[config.mk]
export PLATFORM = sky130hd
export DESIGN_NAME = rx_descriptor_ring_frame_assembler_unit
export DESIGN_NICKNAME = d
export VERILOG_FILES = /design/src/hw/rtl/rxdr_pkg.sv /design/src/hw/rtl/rxdr_desc_ram.sv /design/src/hw/rtl/rxdr_seg_eval.sv /design/src/hw/rtl/rxdr_walker.sv /design/src/hw/rtl/rx_descriptor_ring_frame_assembler_unit.sv
export SDC_FILE = /design/constraint.sdc
export NUM_CORES = 1
export LEC_CHECK = 0
export BUFFER_PORTS_ARGS = -buffer_cell sky130_fd_sc_hd__clkbuf_2
export CAP_MARGIN = 10
export CORE_UTILIZATION = 30
export DETAILED_ROUTE_END_ITERATION = 10
export SYNTH_ARGS = -nofsm -noshare
export SYNTH_HDL_FRONTEND = slang
export SYNTH_SLANG_ARGS = --single-unit
export TNS_END_PERCENT = 100
[constraint.sdc]
create_clock -name clk -period 5.9 [get_ports clk]
set_clock_uncertainty 0.05 [all_clocks]
set_input_delay 0.885 -clock clk [delete_from_list [all_inputs] [get_ports clk]]
set_output_delay 0.885 -clock clk [all_outputs]
set_load 0.05 [all_outputs]
[src/hw/rtl/rxdr_pkg.sv]
// ----------------------------------------------------------------------------
// rxdr_pkg
// Shared constants, codes and types of the receive descriptor ring frame
// assembler.
// ----------------------------------------------------------------------------
package rxdr_pkg;

    // Ring geometry
    localparam int RING_ENTRIES  = 32;
    localparam int SEGMENT_BYTES = 128;

    localparam int PTR_W = (RING_ENTRIES > 1) ? $clog2(RING_ENTRIES) : 1;
    localparam int CNT_W = $clog2(RING_ENTRIES + 1);

    // Field widths
    localparam int IDX_W = 5;
    localparam int LEN_W = 12;
    localparam int SEG_W = 8;
    localparam int ACT_W = 2;
    localparam int STS_W = 2;

    // Item function codes
    localparam logic FUNC_WRITE   = 1'b0;
    localparam logic FUNC_RECEIVE = 1'b1;

    // Result action codes
    localparam logic [ACT_W-1:0] ACT_FRAG  = 2'd0;
    localparam logic [ACT_W-1:0] ACT_COPY  = 2'd1;
    localparam logic [ACT_W-1:0] ACT_DROP  = 2'd2;
    localparam logic [ACT_W-1:0] ACT_FINAL = 2'd3;

    // Final status codes
    localparam logic [STS_W-1:0] STS_OK       = 2'd0;
    localparam logic [STS_W-1:0] STS_NO_FRAME = 2'd1;
    localparam logic [STS_W-1:0] STS_OVERFLOW = 2'd2;

    typedef enum logic [1:0] {
        ST_IDLE,
        ST_FETCH,
        ST_STEP,
        ST_FINAL
    } walk_state_t;

    typedef enum logic {
        PH_HUNT,
        PH_ASM
    } phase_t;

    // Descriptor fields held in the ring memory
    typedef struct packed {
        logic             frame_start;
        logic             frame_end;
        logic [LEN_W-1:0] frame_length;
    } desc_t;

    // Ring memory write request
    typedef struct packed {
        logic             en;
        logic [PTR_W-1:0] addr;
        desc_t            data;
    } ram_wr_t;

    // Verdict on one segment of a frame
    typedef struct packed {
        logic             copy;
        logic             ovf;
        logic [SEG_W-1:0] seg_bytes;
        logic [LEN_W-1:0] new_size;
    } seg_eval_t;

    // One result item
    typedef struct packed {
        logic [IDX_W-1:0] released_entry;
        logic [ACT_W-1:0] action;
        logic [LEN_W-1:0] dest_offset;
        logic [SEG_W-1:0] segment_bytes;
        logic [STS_W-1:0] status;
        logic [LEN_W-1:0] frame_size;
        logic             last;
    } result_t;

endpackage

[src/hw/rtl/rxdr_desc_ram.sv]
// ----------------------------------------------------------------------------
// rxdr_desc_ram
// Descriptor memory: one write port, one read port, registered read data.
// ----------------------------------------------------------------------------
module rxdr_desc_ram (
    input  logic                           clk,
    input  rxdr_pkg::ram_wr_t              wr,
    input  logic [rxdr_pkg::PTR_W-1:0]     rd_addr,
    output rxdr_pkg::desc_t                rd_data
);

    rxdr_pkg::desc_t desc_mem [rxdr_pkg::RING_ENTRIES];
    rxdr_pkg::desc_t rd_data_reg;

    // Write one descriptor
    always_ff @(posedge clk)
    begin
        if (wr.en)
        begin
            desc_mem[wr.addr] <= wr.data;
        end
    end

    // Read one descriptor into the registered read data
    always_ff @(posedge clk)
    begin
        rd_data_reg <= desc_mem[rd_addr];
    end

    assign rd_data = rd_data_reg;

endmodule

[src/hw/rtl/rxdr_seg_eval.sv]
// ----------------------------------------------------------------------------
// rxdr_seg_eval
// Judges one segment of a frame against the caller capacity and the segment
// size, and gives the bytes to copy and the new assembled size.
// ----------------------------------------------------------------------------
module rxdr_seg_eval (
    input  logic [rxdr_pkg::LEN_W-1:0] size,
    input  logic                       ovf_in,
    input  logic                       is_end,
    input  logic [rxdr_pkg::LEN_W-1:0] length,
    input  logic [rxdr_pkg::LEN_W-1:0] cap,
    output rxdr_pkg::seg_eval_t        res
);

    localparam logic [rxdr_pkg::LEN_W:0] SEG_MAX = (rxdr_pkg::LEN_W + 1)'(rxdr_pkg::SEGMENT_BYTES);

    logic [rxdr_pkg::LEN_W:0]   mid_total;
    logic [rxdr_pkg::LEN_W-1:0] seg_len;
    logic                       ovf;

    assign mid_total = {1'b0, size} + SEG_MAX;

    // Size the segment and flag overflow
    always_comb
    begin
        seg_len = '0;
        ovf     = ovf_in;
        if (is_end)
        begin
            if (length < size)
            begin
                ovf = 1'b1;
            end
            else
            begin
                seg_len = length - size;
                if ((length > cap) || ({1'b0, seg_len} > SEG_MAX))
                begin
                    ovf = 1'b1;
                end
            end
        end
        else
        begin
            seg_len = SEG_MAX[rxdr_pkg::LEN_W-1:0];
            if (mid_total > {1'b0, cap})
            begin
                ovf = 1'b1;
            end
        end
    end

    // Copy only while no overflow stands
    always_comb
    begin
        res.ovf  = ovf;
        res.copy = !ovf;
        if (!ovf)
        begin
            res.seg_bytes = seg_len[rxdr_pkg::SEG_W-1:0];
            res.new_size  = size + seg_len;
        end
        else
        begin
            res.seg_bytes = '0;
            res.new_size  = size;
        end
    end

endmodule

[src/hw/rtl/rxdr_walker.sv]
// ----------------------------------------------------------------------------
// rxdr_walker
// Ring walk sequencer: holds the owned bits and the read pointer, writes
// descriptors, steps one entry a cycle through the descriptor memory while
// the output is not stalled, and produces the result items of a receive.
// ----------------------------------------------------------------------------
module rxdr_walker (
    input  logic                           clk,
    input  logic                           rst_n,
    input  logic                           in_valid,
    output logic                           in_stall,
    input  logic                           func,
    input  logic [rxdr_pkg::IDX_W-1:0]     entry_index,
    input  logic                           is_frame_start,
    input  logic                           is_frame_end,
    input  logic [rxdr_pkg::LEN_W-1:0]     frame_length,
    input  logic [rxdr_pkg::LEN_W-1:0]     capacity,
    input  logic                           res_ready,
    output logic                           res_valid,
    output rxdr_pkg::result_t              res,
    output rxdr_pkg::ram_wr_t              ram_wr,
    output logic [rxdr_pkg::PTR_W-1:0]     ram_rd_addr,
    input  rxdr_pkg::desc_t                ram_rd_data
);

    rxdr_pkg::walk_state_t              state_reg, state_next;
    rxdr_pkg::phase_t                   phase_reg, phase_next;
    logic [rxdr_pkg::PTR_W-1:0]         rp_reg, rp_next;
    logic [rxdr_pkg::CNT_W-1:0]         cnt_reg, cnt_next;
    logic [rxdr_pkg::LEN_W-1:0]         size_reg, size_next;
    logic                               ovf_reg, ovf_next;
    logic                               found_reg, found_next;
    logic [rxdr_pkg::LEN_W-1:0]         cap_reg, cap_next;
    logic [rxdr_pkg::RING_ENTRIES-1:0]  owned_reg, owned_next;

    logic                               in_accept;
    logic                               idx_ok;
    logic [rxdr_pkg::PTR_W-1:0]         wr_idx;
    logic [rxdr_pkg::PTR_W-1:0]         rp_adv;
    logic                               cur_owned;
    logic                               step_go;
    logic                               restart;
    logic                               is_frag;
    logic                               is_seg;
    logic                               last_step;
    logic [rxdr_pkg::LEN_W-1:0]         base_size;
    logic                               base_ovf;
    rxdr_pkg::seg_eval_t                seg;

    assign in_accept = in_valid && (state_reg == rxdr_pkg::ST_IDLE);
    assign idx_ok    = {1'b0, entry_index} < (rxdr_pkg::IDX_W + 1)'(rxdr_pkg::RING_ENTRIES);
    assign wr_idx    = entry_index[rxdr_pkg::PTR_W-1:0];
    assign rp_adv    = (rp_reg == rxdr_pkg::PTR_W'(rxdr_pkg::RING_ENTRIES - 1)) ?
                       '0 : rp_reg + 1'b1;
    assign cur_owned = owned_reg[rp_reg];
    assign step_go   = (state_reg == rxdr_pkg::ST_STEP) && res_ready;

    // Classify the entry under the pointer
    assign is_frag   = cur_owned && (phase_reg == rxdr_pkg::PH_HUNT) &&
                       !ram_rd_data.frame_start;
    assign is_seg    = cur_owned && !is_frag;
    assign restart   = (phase_reg == rxdr_pkg::PH_HUNT) ||
                       (ram_rd_data.frame_start && (size_reg != '0));
    assign base_size = restart ? '0 : size_reg;
    assign base_ovf  = restart ? 1'b0 : ovf_reg;
    assign last_step = (cnt_reg == rxdr_pkg::CNT_W'(1)) ||
                       (is_seg && ram_rd_data.frame_end);

    rxdr_seg_eval u_seg_eval (
        .size   (base_size),
        .ovf_in (base_ovf),
        .is_end (ram_rd_data.frame_end),
        .length (ram_rd_data.frame_length),
        .cap    (cap_reg),
        .res    (seg)
    );

    // Next state of the walk
    always_comb
    begin
        state_next = state_reg;
        case (state_reg)
            rxdr_pkg::ST_IDLE:
            begin
                if (in_accept && (func == rxdr_pkg::FUNC_RECEIVE))
                begin
                    state_next = rxdr_pkg::ST_FETCH;
                end
            end
            rxdr_pkg::ST_FETCH:
            begin
                state_next = rxdr_pkg::ST_STEP;
            end
            rxdr_pkg::ST_STEP:
            begin
                if (step_go && last_step)
                begin
                    state_next = rxdr_pkg::ST_FINAL;
                end
            end
            rxdr_pkg::ST_FINAL:
            begin
                if (res_ready)
                begin
                    state_next = rxdr_pkg::ST_IDLE;
                end
            end
            default:
            begin
                state_next = rxdr_pkg::ST_IDLE;
            end
        endcase
    end

    // Update pointer, assembly state and owned bits
    always_comb
    begin
        phase_next = phase_reg;
        rp_next    = rp_reg;
        cnt_next   = cnt_reg;
        size_next  = size_reg;
        ovf_next   = ovf_reg;
        found_next = found_reg;
        cap_next   = cap_reg;
        owned_next = owned_reg;
        case (state_reg)
            rxdr_pkg::ST_IDLE:
            begin
                if (in_accept)
                begin
                    if (func == rxdr_pkg::FUNC_RECEIVE)
                    begin
                        cap_next   = capacity;
                        cnt_next   = rxdr_pkg::CNT_W'(rxdr_pkg::RING_ENTRIES);
                        phase_next = rxdr_pkg::PH_HUNT;
                        size_next  = '0;
                        ovf_next   = 1'b0;
                        found_next = 1'b0;
                    end
                    else if (idx_ok)
                    begin
                        owned_next[wr_idx] = 1'b1;
                    end
                end
            end
            rxdr_pkg::ST_STEP:
            begin
                if (step_go)
                begin
                    rp_next  = rp_adv;
                    cnt_next = cnt_reg - 1'b1;
                    if (!cur_owned)
                    begin
                        // Abandon any frame in progress and hunt again
                        phase_next = rxdr_pkg::PH_HUNT;
                        size_next  = '0;
                        ovf_next   = 1'b0;
                    end
                    else if (is_frag)
                    begin
                        owned_next[rp_reg] = 1'b0;
                    end
                    else
                    begin
                        owned_next[rp_reg] = 1'b0;
                        phase_next         = rxdr_pkg::PH_ASM;
                        size_next          = seg.new_size;
                        ovf_next           = seg.ovf;
                        found_next         = ram_rd_data.frame_end;
                    end
                end
            end
            default:
            begin
            end
        endcase
    end

    // Drive handshake, result and memory ports
    always_comb
    begin
        in_stall    = (state_reg != rxdr_pkg::ST_IDLE);
        res_valid   = 1'b0;
        res         = '0;
        ram_rd_addr = step_go ? rp_adv : rp_reg;

        ram_wr.en        = in_accept && (func == rxdr_pkg::FUNC_WRITE) && idx_ok;
        ram_wr.addr      = wr_idx;
        ram_wr.data.frame_start  = is_frame_start;
        ram_wr.data.frame_end    = is_frame_end;
        ram_wr.data.frame_length = frame_length;

        case (state_reg)
            rxdr_pkg::ST_STEP:
            begin
                res_valid          = cur_owned;
                res.released_entry = rxdr_pkg::IDX_W'(rp_reg);
                if (is_frag)
                begin
                    res.action = rxdr_pkg::ACT_FRAG;
                end
                else
                begin
                    res.action        = seg.copy ? rxdr_pkg::ACT_COPY : rxdr_pkg::ACT_DROP;
                    res.dest_offset   = base_size;
                    res.segment_bytes = seg.seg_bytes;
                end
            end
            rxdr_pkg::ST_FINAL:
            begin
                res_valid      = 1'b1;
                res.action     = rxdr_pkg::ACT_FINAL;
                res.frame_size = size_reg;
                res.last       = 1'b1;
                if (ovf_reg)
                begin
                    res.status = rxdr_pkg::STS_OVERFLOW;
                end
                else if (found_reg)
                begin
                    res.status = rxdr_pkg::STS_OK;
                end
                else
                begin
                    res.status = rxdr_pkg::STS_NO_FRAME;
                end
            end
            default:
            begin
            end
        endcase
    end

    // Hold control state
    always_ff @(posedge clk or negedge rst_n)
    begin
        if (!rst_n)
        begin
            state_reg <= rxdr_pkg::ST_IDLE;
            phase_reg <= rxdr_pkg::PH_HUNT;
            rp_reg    <= '0;
            cnt_reg   <= '0;
            size_reg  <= '0;
            ovf_reg   <= 1'b0;
            found_reg <= 1'b0;
            owned_reg <= '0;
        end
        else
        begin
            state_reg <= state_next;
            phase_reg <= phase_next;
            rp_reg    <= rp_next;
            cnt_reg   <= cnt_next;
            size_reg  <= size_next;
            ovf_reg   <= ovf_next;
            found_reg <= found_next;
            owned_reg <= owned_next;
        end
    end

    // Hold the caller capacity
    always_ff @(posedge clk)
    begin
        cap_reg <= cap_next;
    end

endmodule

[src/hw/rtl/rx_descriptor_ring_frame_assembler_unit.sv]
// ----------------------------------------------------------------------------
// rx_descriptor_ring_frame_assembler_unit
// Receive descriptor ring frame assembler: top level with output register.
// ----------------------------------------------------------------------------
// Input channel (in_valid / in_stall): a descriptor-write item (func 0) marks
// one ring entry owned and stores its start, end and length, and yields
// nothing. A receive item (func 1) walks the ring from the read pointer and
// yields one item per released entry, then a final status item with last
// set. A receive passes through a fetch state, then steps through the ring
// entries visited (up to 32, one lap), then gives the final item. While the
// output is not stalled, the walk rate is set by the descriptor memory, read
// one entry a cycle with registered read data. in_stall stays high for the
// whole walk.
// Output channel (out_valid / out_stall): results pass through one output
// register; while it is stalled the walk holds at its current entry, and a
// new item is taken as soon as the walk is done, even if the final item
// still waits.
// Reset clears the read pointer and all owned bits at once; descriptor
// contents are not cleared and are read only for owned entries.
// ----------------------------------------------------------------------------
module rx_descriptor_ring_frame_assembler_unit (
    input  logic                           clk,
    input  logic                           rst_n,
    input  logic                           in_valid,
    output logic                           in_stall,
    input  logic                           func,
    input  logic [rxdr_pkg::IDX_W-1:0]     entry_index,
    input  logic                           is_frame_start,
    input  logic                           is_frame_end,
    input  logic [rxdr_pkg::LEN_W-1:0]     frame_length,
    input  logic [rxdr_pkg::LEN_W-1:0]     capacity,
    output logic                           out_valid,
    input  logic                           out_stall,
    output logic [rxdr_pkg::IDX_W-1:0]     released_entry,
    output logic [rxdr_pkg::ACT_W-1:0]     action,
    output logic [rxdr_pkg::LEN_W-1:0]     dest_offset,
    output logic [rxdr_pkg::SEG_W-1:0]     segment_bytes,
    output logic [rxdr_pkg::STS_W-1:0]     status,
    output logic [rxdr_pkg::LEN_W-1:0]     frame_size,
    output logic                           last
);

    rxdr_pkg::ram_wr_t              ram_wr;
    logic [rxdr_pkg::PTR_W-1:0]     ram_rd_addr;
    rxdr_pkg::desc_t                ram_rd_data;
    logic                           res_valid;
    rxdr_pkg::result_t              res;
    logic                           out_free;

    logic                           out_valid_reg, out_valid_next;
    rxdr_pkg::result_t              out_data_reg, out_data_next;

    rxdr_desc_ram u_desc_ram (
        .clk     (clk),
        .wr      (ram_wr),
        .rd_addr (ram_rd_addr),
        .rd_data (ram_rd_data)
    );

    rxdr_walker u_walker (
        .clk            (clk),
        .rst_n          (rst_n),
        .in_valid       (in_valid),
        .in_stall       (in_stall),
        .func           (func),
        .entry_index    (entry_index),
        .is_frame_start (is_frame_start),
        .is_frame_end   (is_frame_end),
        .frame_length   (frame_length),
        .capacity       (capacity),
        .res_ready      (out_free),
        .res_valid      (res_valid),
        .res            (res),
        .ram_wr         (ram_wr),
        .ram_rd_addr    (ram_rd_addr),
        .ram_rd_data    (ram_rd_data)
    );

    // Output register is free when empty or being taken
    assign out_free = !out_valid_reg || !out_stall;

    // Load a new item, drop a taken one
    always_comb
    begin
        out_data_next  = out_data_reg;
        out_valid_next = out_valid_reg;
        if (out_free)
        begin
            out_valid_next = res_valid;
            if (res_valid)
            begin
                out_data_next = res;
            end
        end
    end

    always_ff @(posedge clk or negedge rst_n)
    begin
        if (!rst_n)
        begin
            out_valid_reg <= 1'b0;
        end
        else
        begin
            out_valid_reg <= out_valid_next;
        end
    end

    always_ff @(posedge clk)
    begin
        out_data_reg <= out_data_next;
    end

    assign out_valid      = out_valid_reg;
    assign released_entry = out_data_reg.released_entry;
    assign action         = out_data_reg.action;
    assign dest_offset    = out_data_reg.dest_offset;
    assign segment_bytes  = out_data_reg.segment_bytes;
    assign status         = out_data_reg.status;
    assign frame_size     = out_data_reg.frame_size;
    assign last           = out_data_reg.last;

    // A receive item blocks the input while the ring is walked
    assert property (@(posedge clk) disable iff (!rst_n)
        (in_valid && !in_stall && (func == rxdr_pkg::FUNC_RECEIVE)) |=> in_stall)
        else $error("input taken during a ring walk");

    // Only copy items carry a byte count
    assert property (@(posedge clk) disable iff (!rst_n)
        (out_valid && (action != rxdr_pkg::ACT_COPY)) |-> (segment_bytes == '0))
        else $error("byte count on a non-copy item");

    // Status is reported on the final item only
    assert property (@(posedge clk) disable iff (!rst_n)
        (out_valid && (status != rxdr_pkg::STS_OK)) |-> last)
        else $error("status on a non-final item");

    // The final item is a status item with no entry
    assert property (@(posedge clk) disable iff (!rst_n)
        (out_valid && last) |-> ((action == rxdr_pkg::ACT_FINAL) && (released_entry == '0)))
        else $error("malformed final item");

endmodule
==> run summary <==
Final Hold Vio Count: 0
diodes inserted: 0
Port-buffer cells: 79
Max Freq: 187 MHz
Final min period: 5.35 ns
vias in the first global route: 14003
WP data required: 6.41 ns
Worst VDD drop: 438 uV
period utilization: 90.7%
ys async rst share: 10.6%
Worst Path Max Fanout: 16
TritonRoute pass-1 iters: 6
met3 GRT Util: 2.02%
number of flip-flops in the largest register: 448
# clock sinks: 577
Synth Register Bits: 577
first-pass GRT wire length: 87700 um
initial cell density of the core: 30.5%
syn_area_per_cell: 16.9 um2
DRC violations left: 0
gp weighted congestion: 0.858
mapped cell area: 24800 um2
HPWL after detailed placement: 36600 um
WL/cell: 21.6 um
worst slew pin tran: 1.13 ns
Final ANT Viol Nets: 0
P&R area growth vs syn: 14.5%
clock buffer depth: 3
GRT overflow: 0
sequential-to-total area share from yosys stat: 68.2%
Top Ports: 80
hold buffers post-CTS: 0
GR Layer Usage met2: 22.8%
Slew Viols, Final: 0
Reg clk slew, reported paths: 0.06 ns
post-CTS resize count: 0
share of layout cells above drive strength 1: 22.5%
CORE AREA: 81100 um2
CTS tree: yes
RSZ-0062 raised after global routing: false
Slew HR: 24.5%
post-CTS setup buffer count: 0
YS warnings: 0
clock latency on the worst-skew pair: 0.65 ns
die area: 83700 um2
DRT Wirelength: 57800 um
Unique masters post-synth: 81
Finish-stage setup viols: 0
met1 Track Usage GR: 19.0%
Die Y-Extent: 289 um
max cap viols: 0
CTS Root Buffer Type: clkbuf_16
status: complete, no violations
syn nets: 1560
H-tree levels: 2
Post-synth EDFFs: 502
cts bufs inserted: 60
Pwr Total: 14.8 mW
DRT iter0 DRCs: 1127
type of the worst min-delay path: in -> reg
drt via density: 4.99
via count: 13337
Syn Inst Count: 1463
crit path launch type: flop
row cnt: 104
largest net degree at the start of global routing: 114
pwr/cell area: 522 nW/um2
crit path kind: reg -> reg
DIE WIDTH: 289 um
Fin Setup TNS: 0 ns
GRT busiest layer: met2
Static Leak: 9.86 nW
Primary FF master, synth: edfxtp_1
Final #Nets: 1660
crit path capture type: flop
initial antenna violation count: 2
crit path DAT: 5.86 ns
GR Util All Layers: 14.0%
path summary, 6_finish.rpt:
kind	startpoint	to	slack, ns	cells past startpoint
worst max-delay path	u_walker.size_reg[3]$_DFFE_PN0P_	u_walker.size_reg[10]$_DFFE_PN0P_	0.55	18
worst min-delay path	capacity[10]	u_walker.cap_reg[10]$_DFFE_PP_	0.39	1
worst max register to register	u_walker.size_reg[3]$_DFFE_PN0P_	u_walker.size_reg[10]$_DFFE_PN0P_	0.55	18
worst min register to register	u_walker.owned_reg[5]$_DFFE_PN0P_	u_walker.owned_reg[5]$_DFFE_PN0P_	0.44	1
max in group asynchronous	rst_n	u_walker.phase_reg$_DFFE_PN0P_	4.88	2
min in group asynchronous	rst_n	u_walker.owned_reg[19]$_DFFE_PN0P_	0.41	2
area by class of cell:
| type | count | area [um2] |
|---|---|---|
| clock buffer | 70 | 1560 |
| clock inverter | 41 | 379 |
| fill | 7616 | 52700 |
| inverter | 47 | 176 |
| multi-input combinational | 780 | 7450 |
| sequential | 577 | 16900 |
| tap | 1060 | 1330 |
| timing repair buffer | 97 | 578 |
logic make-up (layout without fill, tap and decap cells):
| family | after synthesis | after routing | synth area share, % |
|---|---|---|---|
| buffers and inverters | 106 | 255 | 2.13 |
| muxes | 231 | 231 | 15.1 |
| and+or+nand+nor | 280 | 280 | 5.55 |
| xor gates and xnor gates | 22 | 22 | 0.778 |
| adders and majority gates | 61 | 61 | 3.14 |
| AOI/OAI and AO/OA | 186 | 186 | 5.11 |
| DFF | 577 | 577 | 68.2 |
per-stage QoR:
step / area [um2] / util, % / setup WS, ns / hold WS, ns / instances
6_report: 28400 / 35.0 / 0.549 / 0.394 / 2672
5_1_grt: 28400 / 35.0 / 0.0707 / 0.367 / 2672
4_1_cts: 28300 / 35.0 / 0.630 / 0.360 / 2671
3_5_place_dp: 26400 / 32.6 / 0.687 / 0.427 / 2560
3_3_place_gp: 26400 / 32.6 / 0.701 / 0.422 / 2560
2_1_floorplan: 24800 / - / 0.908 / 0.397 / 1463
worst max-delay path, stage by stage, from the launching register on:
cell and delay [ns]:
dfrtp_1 0.42, nor4_1 0.37, nand3_1 0.19, a21boi_4 0.45, nand2_1 0.23, ha_1 0.47
o21ai_0 0.16, a21oi_1 0.26, o21a_1 0.21, o211ai_2 0.20, or2_2 0.39, fa_1 0.46
nor2b_1 0.12, o21ai_0 0.10, a21boi_0 0.26, o311a_1 0.22, o22ai_1 0.13, o311ai_0 0.39
a32o_1 0.22
where the power goes:
part           switching (mW)  leakage, nW  internal (mW)
registers               0.271         5.47           4.86
logic                    3.55         3.45           2.41
clock network            1.62        0.938           2.08
per-layer routing:
metal / routed length, um / share of wire [%]
met1: 25600 / 44
met2: 27600 / 48
met3: 3080 / 5.3
met4: 1560 / 2.7
met5: 18 / 0.031
cells in the final DEF (no fill, tap or decap), types with 11 or more instances in the layout:
cell type | netlist | routed
a21oi_1 | 50 | 50
and2_1 | 19 | 19
buf_4 | 2 | 13
clkbuf_16 | 0 | 60
clkbuf_2 | 0 | 79
clkinv_1 | 1 | 15
dfrtp_1 | 61 | 61
dfxtp_1 | 14 | 14
edfxtp_1 | 502 | 502
ha_1 | 59 | 59
inv_1 | 45 | 45
mux2_2 | 17 | 17
mux2i_1 | 102 | 102
mux4_2 | 112 | 112
nand2_1 | 57 | 57
nand2b_1 | 11 | 11
nand3_1 | 19 | 19
nor2_1 | 94 | 67
nor2_2 | 1 | 27
nor3_1 | 14 | 14
nor4_1 | 12 | 12
o21ai_0 | 42 | 42
xnor2_1 | 13 | 13
cells in the mapped netlist, types with 9 or more instances:
cell       number  share of area (%)
and2_1         19               0.48
nor3_1         14               0.28
nand2_1        57               0.86
dfxtp_1        14                1.1
mux4_2        112                 10
buf_2          16               0.32
buf_6          11               0.50
xor2_1          9               0.32
mux2i_1       102                4.1
nor4_1         12               0.30
xnor2_1        13               0.46
mux2_2         17               0.77
inv_1          45               0.68
nand2b_1       11               0.28
edfxtp_1      502                 61
a21oi_1        50                1.0
clkbuf_1       26               0.39
a21o_1         10               0.30
a31oi_1         9               0.23
nor2_1         94                1.4
dfrtp_1        61                6.2
nor2b_1        10               0.25
o21ai_0        42               0.85
o2bb2ai_1       9               0.32
and3_1         10               0.25
nand3_1        19               0.38
ha_1           59                3.0
Note: power is estimated with default switching activity, not from simulation.
